`src/hw/rtl/csem_pkg.sv`:
```
`timescale 1ns / 1ps
// ---------------------------------------------------------------------------
// csem_pkg
// Shared types, sizes and helpers of the counting semaphore table.
// ---------------------------------------------------------------------------
package csem_pkg;

  // table geometry
  localparam int NUM_SEMS        = 32;
  localparam int WAITERS_PER_SEM = 64;
  localparam int SLOT_DEPTH      = NUM_SEMS * WAITERS_PER_SEM;

  // field widths
  localparam int REQ_TYPE_W = 2;
  localparam int SEM_ID_W   = 6;
  localparam int VALUE_W    = 16;
  localparam int PID_W      = 16;
  localparam int HANDLE_W   = 5;
  localparam int COUNT_W    = 18;

  // derived index widths
  localparam int ID_W    = (NUM_SEMS > 1) ? $clog2(NUM_SEMS) : 1;
  localparam int SLOT_W  = (WAITERS_PER_SEM > 1) ? $clog2(WAITERS_PER_SEM) : 1;
  localparam int ADDR_W  = (SLOT_DEPTH > 1) ? $clog2(SLOT_DEPTH) : 1;
  localparam int IDX_W   = (ID_W > SLOT_W) ? ID_W : SLOT_W;
  localparam int CNT_W   = IDX_W + 1;

  // count limits
  localparam logic signed [COUNT_W-1:0] COUNT_MAX = {1'b0, {(COUNT_W-1){1'b1}}};
  localparam logic signed [COUNT_W-1:0] COUNT_MIN = {1'b1, {(COUNT_W-1){1'b0}}};

  typedef enum logic [REQ_TYPE_W-1:0] {
    REQ_CREATE  = 2'd0,
    REQ_DESTROY = 2'd1,
    REQ_WAIT    = 2'd2,
    REQ_SIGNAL  = 2'd3
  } req_e;

  typedef enum logic [2:0] {
    ST_CLEAR,
    ST_IDLE,
    ST_EXEC,
    ST_SCAN,
    ST_RESP
  } state_e;

  typedef enum logic [1:0] {
    MODE_CREATE,
    MODE_FIND_EMPTY,
    MODE_FIND_USED
  } mode_e;

  // one waiter slot
  typedef struct packed {
    logic             vld;
    logic [PID_W-1:0] pid;
  } slot_t;

  // scan unit control and status
  typedef struct packed {
    logic             start;
    logic [CNT_W-1:0] limit;
  } scan_ctl_t;

  typedef struct packed {
    logic             rd_en;
    logic [IDX_W-1:0] rd_idx;
    logic [IDX_W-1:0] chk_idx;
    logic             found;
    logic             exhausted;
  } scan_sts_t;

  // flat waiter store address of a slot within an entry's row
  function automatic logic [ADDR_W-1:0] slot_addr(input logic [ID_W-1:0]   entry,
                                                  input logic [SLOT_W-1:0] slot);
    int unsigned a;
    a = int'(entry) * WAITERS_PER_SEM + int'(slot);
    return a[ADDR_W-1:0];
  endfunction

endpackage

```
`src/hw/rtl/csem_scan.sv`:
```
`timescale 1ns / 1ps
// ---------------------------------------------------------------------------
// csem_scan
// Shared scan unit: walks indices from zero, one read issued per cycle,
// and stops at the first element the caller flags as a hit.
// ---------------------------------------------------------------------------
module csem_scan
  import csem_pkg::*;
(
  input  logic      clk_i,
  input  logic      rst_ni,
  input  scan_ctl_t ctl_i,
  input  logic      hit_i,
  output scan_sts_t sts_o
);

  logic             active_q, active_d;
  logic             chk_vld_q, chk_vld_d;
  logic [CNT_W-1:0] rd_q, rd_d;
  logic [IDX_W-1:0] chk_q, chk_d;
  logic             issue;
  logic             found;
  logic             exhausted;

  // issue, hit and end detection
  always_comb begin
    issue     = active_q && (rd_q < ctl_i.limit);
    found     = active_q && chk_vld_q && hit_i;
    exhausted = active_q && !chk_vld_q && !issue;
  end

  // counter and check stage next values
  always_comb begin
    active_d  = active_q;
    chk_vld_d = chk_vld_q;
    rd_d      = rd_q;
    chk_d     = chk_q;
    if (ctl_i.start) begin
      active_d  = 1'b1;
      chk_vld_d = 1'b0;
      rd_d      = '0;
    end else if (active_q) begin
      if (found || exhausted) begin
        active_d  = 1'b0;
        chk_vld_d = 1'b0;
      end else begin
        chk_vld_d = issue;
        chk_d     = rd_q[IDX_W-1:0];
        if (issue) begin
          rd_d = rd_q + CNT_W'(1);
        end
      end
    end
  end

  always_ff @(posedge clk_i or negedge rst_ni) begin
    if (!rst_ni) begin
      active_q  <= 1'b0;
      chk_vld_q <= 1'b0;
      rd_q      <= '0;
      chk_q     <= '0;
    end else begin
      active_q  <= active_d;
      chk_vld_q <= chk_vld_d;
      rd_q      <= rd_d;
      chk_q     <= chk_d;
    end
  end

  assign sts_o.rd_en     = issue;
  assign sts_o.rd_idx    = rd_q[IDX_W-1:0];
  assign sts_o.chk_idx   = chk_q;
  assign sts_o.found     = found;
  assign sts_o.exhausted = exhausted;

endmodule

```
`config.mk`:
```
export PLATFORM = sky130hd
export DESIGN_NAME = csem_scan
export DESIGN_NICKNAME = d
export VERILOG_FILES = /design/src/hw/rtl/csem_pkg.sv /design/src/hw/rtl/csem_scan.sv
export SDC_FILE = /design/constraint.sdc
export NUM_CORES = 1
export LEC_CHECK = 0
export BUFFER_PORTS_ARGS = -buffer_cell sky130_fd_sc_hd__buf_2
export CORE_MARGIN = 8
export CORE_UTILIZATION = 55
export DETAILED_ROUTE_END_ITERATION = 12
export PLACE_DENSITY_LB_ADDON = 0.08
export SETUP_SLACK_MARGIN = 0.1
export SYNTH_ARGS = -nofsm -noshare
export SYNTH_HDL_FRONTEND = slang
export SYNTH_SLANG_ARGS = --single-unit
```
`constraint.sdc`:
```
create_clock -name clk_i -period 3.83 [get_ports clk_i]
set_clock_uncertainty 0.15 [all_clocks]
set_input_delay 0 -clock clk_i [delete_from_list [all_inputs] [get_ports clk_i]]
set_output_delay 0 -clock clk_i [all_outputs]
set_load 0.1 [all_outputs]
```
==> results of run 1 <==
-- area by class of cell --
class	instances	area [µm²]
inverter	10	37.54
timing repair buffer	31	185.2
clock buffer	3	22.52
fill	140	561.8
sequential	15	375.4
tap	25	31.28
clock inverter	1	5.005
multi-input combinational	59	489.2
-- critical path: stages, from the launching register on --
cell and delay [ns]:
dfrtp_1 0.45, ha_1 0.37, nand4_1 0.14, o311ai_2 0.83
o221ai_1 0.22, dlygate4sd3_1 0.59
-- layer usage --
| layer | track usage [%] | routed length, µm | vias up |
|---|---|---|---|
| li1 | - | - | 392 |
| met1 | 14.78 | 970 | 386 |
| met2 | 25.20 | 1153 | 18 |
| met3 | 3.696 | 99 | 2 |
| met4 | 3.072 | 12 | 0 |
| met5 | 0 | 0 | - |
-- cells in the mapped netlist --
cell type	number	area [µm²]
o221ai_1	1	8.760
and3_1	1	6.260
dlygate4sd1_1	1	8.760
or4_1	5	37.54
a211o_1	1	8.760
nand2b_1	1	6.260
dfrtp_1	15	375.4
o311a_2	1	11.26
o31ai_1	5	37.54
a21oi_1	8	40.04
nand3_1	5	25.02
ha_1	7	87.58
buf_6	1	11.26
o211ai_4	2	42.54
a22oi_1	1	7.510
mux2_2	5	56.30
buf_4	10	75.07
inv_1	10	37.54
mux2_1	1	11.26
nand2_1	3	11.26
nand2b_4	1	13.76
a211oi_4	1	20.02
or3_1	1	6.260
nand4_1	1	6.260
nor2_1	5	18.77
o21ai_0	2	10.01
o311ai_2	1	16.27
-- report_power, final --
part,leakage [nW],total (W),switching (W),internal (W)
logic,0.381,0.000185,0.000141,0.0000446
clock network,0.0177,0.0000969,0.0000581,0.0000388
registers,0.201,0.000184,0.0000134,0.000171
total,0.600,0.000466,0.000212,0.000254
-- sequential cells by signal, indices dropped and copies added (netlist names) --
signal	flops
chk_q	6
active_q	1
rd_q	7
chk_vld_q	1
-- metrics by stage --
step                setup slack (ns)  util (%)  instance area [µm²]  instances  hold WS [ns]
floorplan                      1.635         -                997.2         96       -0.4456
CTS                           0.9625     67.11                 1146        144        0.2329
finish                        0.9643     67.11                 1146        144        0.2353
global placement               1.398     61.98                 1059        134       -0.2291
detailed placement             1.333     61.98                 1059        134       -0.2267
global route                  0.7933     67.11                 1146        144        0.2799
-- path summary, 6_finish.rpt --
kind / start / end / slack (ns) / cells past startpoint
min: ctl_i[6] / rd_q[1] / 0.24 / 7
max: rd_q[5] / active_q / 0.96 / 5
max in group asynchronous: rst_ni / rd_q[1] / 2.03 / 4
min reg2reg: chk_q[1] / chk_q[1] / 0.35 / 1
min in group asynchronous: rst_ni / rd_q[5] / 0.47 / 3
max reg2reg: rd_q[5] / active_q / 0.96 / 5
-- cells by family after synthesis --
kind of cell	after synthesis
AO/OA/AOI/OAI	23
adder cells (fa/ha/maj)	7
buffers and inverters	22
flip-flops	15
multiplexers	6
AND/OR/NAND/NOR	23
==> reports/metrics.yaml, run 1 <==
clock_network:
  cts.clk_slew.worst_paths_ns: 0.10
  postCtsSetupBuffers: 0
  cts-root-buf: "clkbuf_4"
  postCtsHoldBufs: 6
  cts_resized: 0
  htreeDepth: 1
  clock-sinks: 15
  cts_buffer_depth: 2
  numCtsBuffers: 3
  clk_latency_ns: 0.29
  cts_tree: "done"
global_route:
  grt_pass1_wl_mm: 3.643
  antenna_found_initial: 0
  grt_max_degree: 16
  grt_overflow: 0
  first_global_vias: 808
  grt.total_usage_pct: 13.54
synthesis:
  ys_seq_area_share_pct: 37.64
  avgSynthCellArea_um2: 10.39
  netlist_area_um2: 997.2
  synth_xor_area_share_pct: 0
  ys_warn_count: 0
  synth_cells: 96
  ys_types: 27
  synth_simple_gate_area_share_pct: 13.17
  synth_top_family_by_area: "compound AO/OA/AOI/OAI gates"
  synthAdderAreaFrac_pct: 8.783
  synthMuxAreaShare_pct: 6.775
  synth_compound_area_share_pct: 20.33
  ys_ff_latch: 15
  synthesis.nets: 114
route:
  num_vias: 798
  drc: 0
  drtIter0Drc: 17
  viasPerCell: 5.542
  postRouteAntennaNets: 0
  firstDrtPassIters: 4
  wire_per_inst_um: 15.52
  drt-total-wl_mm: 2.235
power_and_ir_drop:
  power_density_nw_per_um2: 406.8
  p_leak_nw: 0.5999
  worst_ir_drop_vdd_v: 0.0004272
  power.total_w: 0.0004662
place:
  hpwl_mm: 1.585
  io_buffers: 25
  gp_congestion: 0.7738
sta:
  worstMarginPinSlew_ns: 0.9002
  finalCritPeriodShare_pct: 74.82
  fmax_mhz: 349.0
  slew_headroom_pct: 39.89
  maxSlewViolCount: 0
  setup_viol: 0
  fin_crit_ns: 2.866
  finalHoldViolations: 0
  tns_ns: 0
  grt_setup_unrepaired: "false"
setup_path:
  cp_data_required_time_ns: 3.86
  cp-end-kind: "flop"
  crit_fanout: 15
  startpoint_type: "flop"
  criticalPathCategory: "flop to flop"
  critPathArrivalTime_ns: 2.89
floorplan:
  io_pins: 26
  fp.dieW_um: 58.58
  die_area_um2: 3432
  core_um2: 1708
  rows: 15
  initial_utilization_pct: 58.39
  die_y_um: 58.58
run_status:
  outcome: "completed"
layout:
  layout_common_cells: "buf_2 (25), dfrtp_1 (15), inv_1 (10)"
  syn_to_final_growth_pct: 14.93
  nets: 138
  drive_gt1_share_pct: 33.61
  final_common_cell: "buf_2"
  antennaDiodeCount: 0
hold_path:
  min_path_type: "primary input to flop"
flow_run:
  maxCapViolations: 0
Power figures use the tool's default switching activity.
==> inputs of run 2 (changes only) <==
--- a/config.mk
+++ b/config.mk
@@ -7,7 +7,7 @@
 export LEC_CHECK = 0
 export BUFFER_PORTS_ARGS = -buffer_cell sky130_fd_sc_hd__buf_2
 export CORE_MARGIN = 8
-export CORE_UTILIZATION = 55
+export CORE_UTILIZATION = 46
 export DETAILED_ROUTE_END_ITERATION = 12
 export PLACE_DENSITY_LB_ADDON = 0.08
 export SETUP_SLACK_MARGIN = 0.1
==> constraint.sdc (replaced) <==
create_clock -name clk_i -period 2.43 [get_ports clk_i]
set_clock_uncertainty 0.15 [all_clocks]
set_input_delay 0 -clock clk_i [delete_from_list [all_inputs] [get_ports clk_i]]
set_output_delay 0 -clock clk_i [all_outputs]
set_load 0.1 [all_outputs]
==> reports/metrics.yaml, run 2 (synthesized netlist as in run 1, its figures left out) <==
layout:
  layout_common_cells: "buf_2 (23), dfrtp_1 (15), buf_4 (12)"
  final_common_cell: "buf_2"
  drive_gt1_share_pct: 41.09
  nets: 148
  syn_to_final_growth_pct: 28.48
  antennaDiodeCount: 0
  regMostFlops: "rd_q"
  fillers: 187
  largest_registers: "rd_q: 7 flops, chk_q: 6 flops"
  largest_register_ffs: 7
flow_run:
  maxCapViolations: 0
route:
  drc: 0
  dr_wl_met2_mm: 1.232
  postRouteAntennaNets: 0
  top_layer_used: "met4"
  drt-total-wl_mm: 2.344
  firstDrtPassIters: 2
  num_vias: 839
  met1_length_um: 973
  drtIter0Drc: 26
  wl_met3_um: 130
  viasPerCell: 5.344
  wire_per_inst_um: 14.93
place:
  preCtsSetupSlack_ns: 0.06515
  io_buffers: 25
  gp_congestion: 0.7720
  hpwl_mm: 1.696
clock_network:
  cts_buffer_depth: 2
  clk_latency_ns: 0.28
  cts_tree: "done"
  htreeDepth: 1
  cts-root-buf: "clkbuf_4"
  cts.clk_slew.worst_paths_ns: 0.10
  numCtsBuffers: 3
  clock-sinks: 15
floorplan:
  rows: 17
  initial_utilization_pct: 46.88
  die_area_um2: 3914
  core_um2: 2127
  io_pins: 26
  die_y_um: 62.56
  fp.dieW_um: 62.56
global_route:
  grt_max_degree: 16
  antenna_found_initial: 0
  grt_overflow: 0
  grt.total_usage_pct: 11.83
  grt_pass1_wl_mm: 3.898
  first_global_vias: 878
sta:
  finalHoldViolations: 0
  setup_slack_ns: 0.1169
  fmax_mhz: 432.3
  setup_viol: 0
  slew_headroom_pct: 53.60
  maxSlewViolCount: 0
  finalCritPeriodShare_pct: 95.19
  fin_crit_ns: 2.313
  grt_setup_unrepaired: "true"
  worstMarginPinSlew_ns: 0.6937
  tns_ns: 0
setup_path:
  crit_fanout: 6
  critPathMaxStageDelay_ns: 0.41
  r2r_cells: 7
  cp_data_required_time_ns: 2.28
  worst_path_max_delay_cell: "dfrtp_1"
  startpoint_type: "flop"
  r2r-end: "rd_q[2]"
  cp-end-kind: "output port"
  crit_chain: "ha_1, a211o_1, o211ai_4, o311ai_4, buf_4, nor2_1, buf_12"
  criticalPathCategory: "flop to output port"
  critPathArrivalTime_ns: 2.16
  r2r-start: "rd_q[4]"
  rrSetupSlack_ns: 0.12
  cp-startpoint: "rd_q[4]"
power_and_ir_drop:
  p_leak_nw: 0.6715
  worst_ir_drop_vdd_v: 0.0003799
  power_density_nw_per_um2: 591.4
hold_path:
  whs_path_depth: 7
  whs_endpoint: "rd_q[3]"
  min_path_type: "primary input to flop"
  holdCritStartpoint: "ctl_i[6]"
run_status:
  outcome: "completed"
## run 2: timing repair
item / 4_1_cts / 5_1_grt
cloned: 0 / 1
hold buffers: 4 / 0
endpoints found under the setup margin: 8 / 13
endpoints found under the hold margin: 24 / 0
gates resized for setup: 4 / 0
buffers inserted: 0 / 4
pin swaps: 2 / 2
## run 2: through the flow
stage / cell area, µm² / hold WS, ns / util, % / instances / power (W)
2_1_floorplan: 997.2 / -0.4456 / - / 96 / 0.0005421
3_3_place_gp: 1130 / -0.2275 / 53.12 / 144 / 0.0005975
3_5_place_dp: 1130 / -0.2231 / 53.12 / 144 / 0.0005991
4_1_cts: 1235 / 0.2320 / 58.06 / 152 / 0.0007642
5_1_grt: 1281 / 0.2919 / 60.24 / 157 / 0.0008003
6_report: 1281 / 0.2632 / 60.24 / 157 / 0.0007577
## run 2: layout make-up
type                    count  area (µm²)  share of cell area (%)
clock inverters             1       7.507                  0.5859
multi-input cells          60       538.0                   41.99
flip-flops and latches     15       375.4                   29.30
repair buffers             40       265.3                   20.70
inverters                  10       37.54                   2.930
well taps                  28       35.03                   2.734
clock buffers               3       22.52                   1.758
## run 2: critical path: cells and delay by family (launching register included)
family / cells / cell delay, ns
AOI/OAI and AO/OA: 3 / 0.61
DFF: 1 / 0.41
buffers and inverters: 2 / 0.39
adders and majority gates: 1 / 0.30
and+or+nand+nor: 1 / 0.17
## run 2: how the worst max path moves through the flow
stage | end | slack (ns)
floorplan | chk_q[0] | 0.23
global placement | chk_q[0] | 0.11
detailed placement | chk_q[2] | 0.07
CTS | sts_o[14] | 0.06
global route | sts_o[14] | 0.002
finish | sts_o[14] | 0.12
## run 2: power breakdown
part	internal (W)	switching, W	total, W
combinational	0.0000845	0.000242	0.000326
sequential	0.000269	0.0000129	0.000282
clock	0.0000624	0.0000869	0.000149
## run 2: routing by layer
| layer | vias to the layer above | track usage (%) |
|---|---|---|
| met2 | 16 | 21.99 |
| li1 | 410 | - |
| met4 | 0 | 2.564 |
| met1 | 411 | 12.51 |
| met5 | - | 0 |
| met3 | 2 | 3.943 |
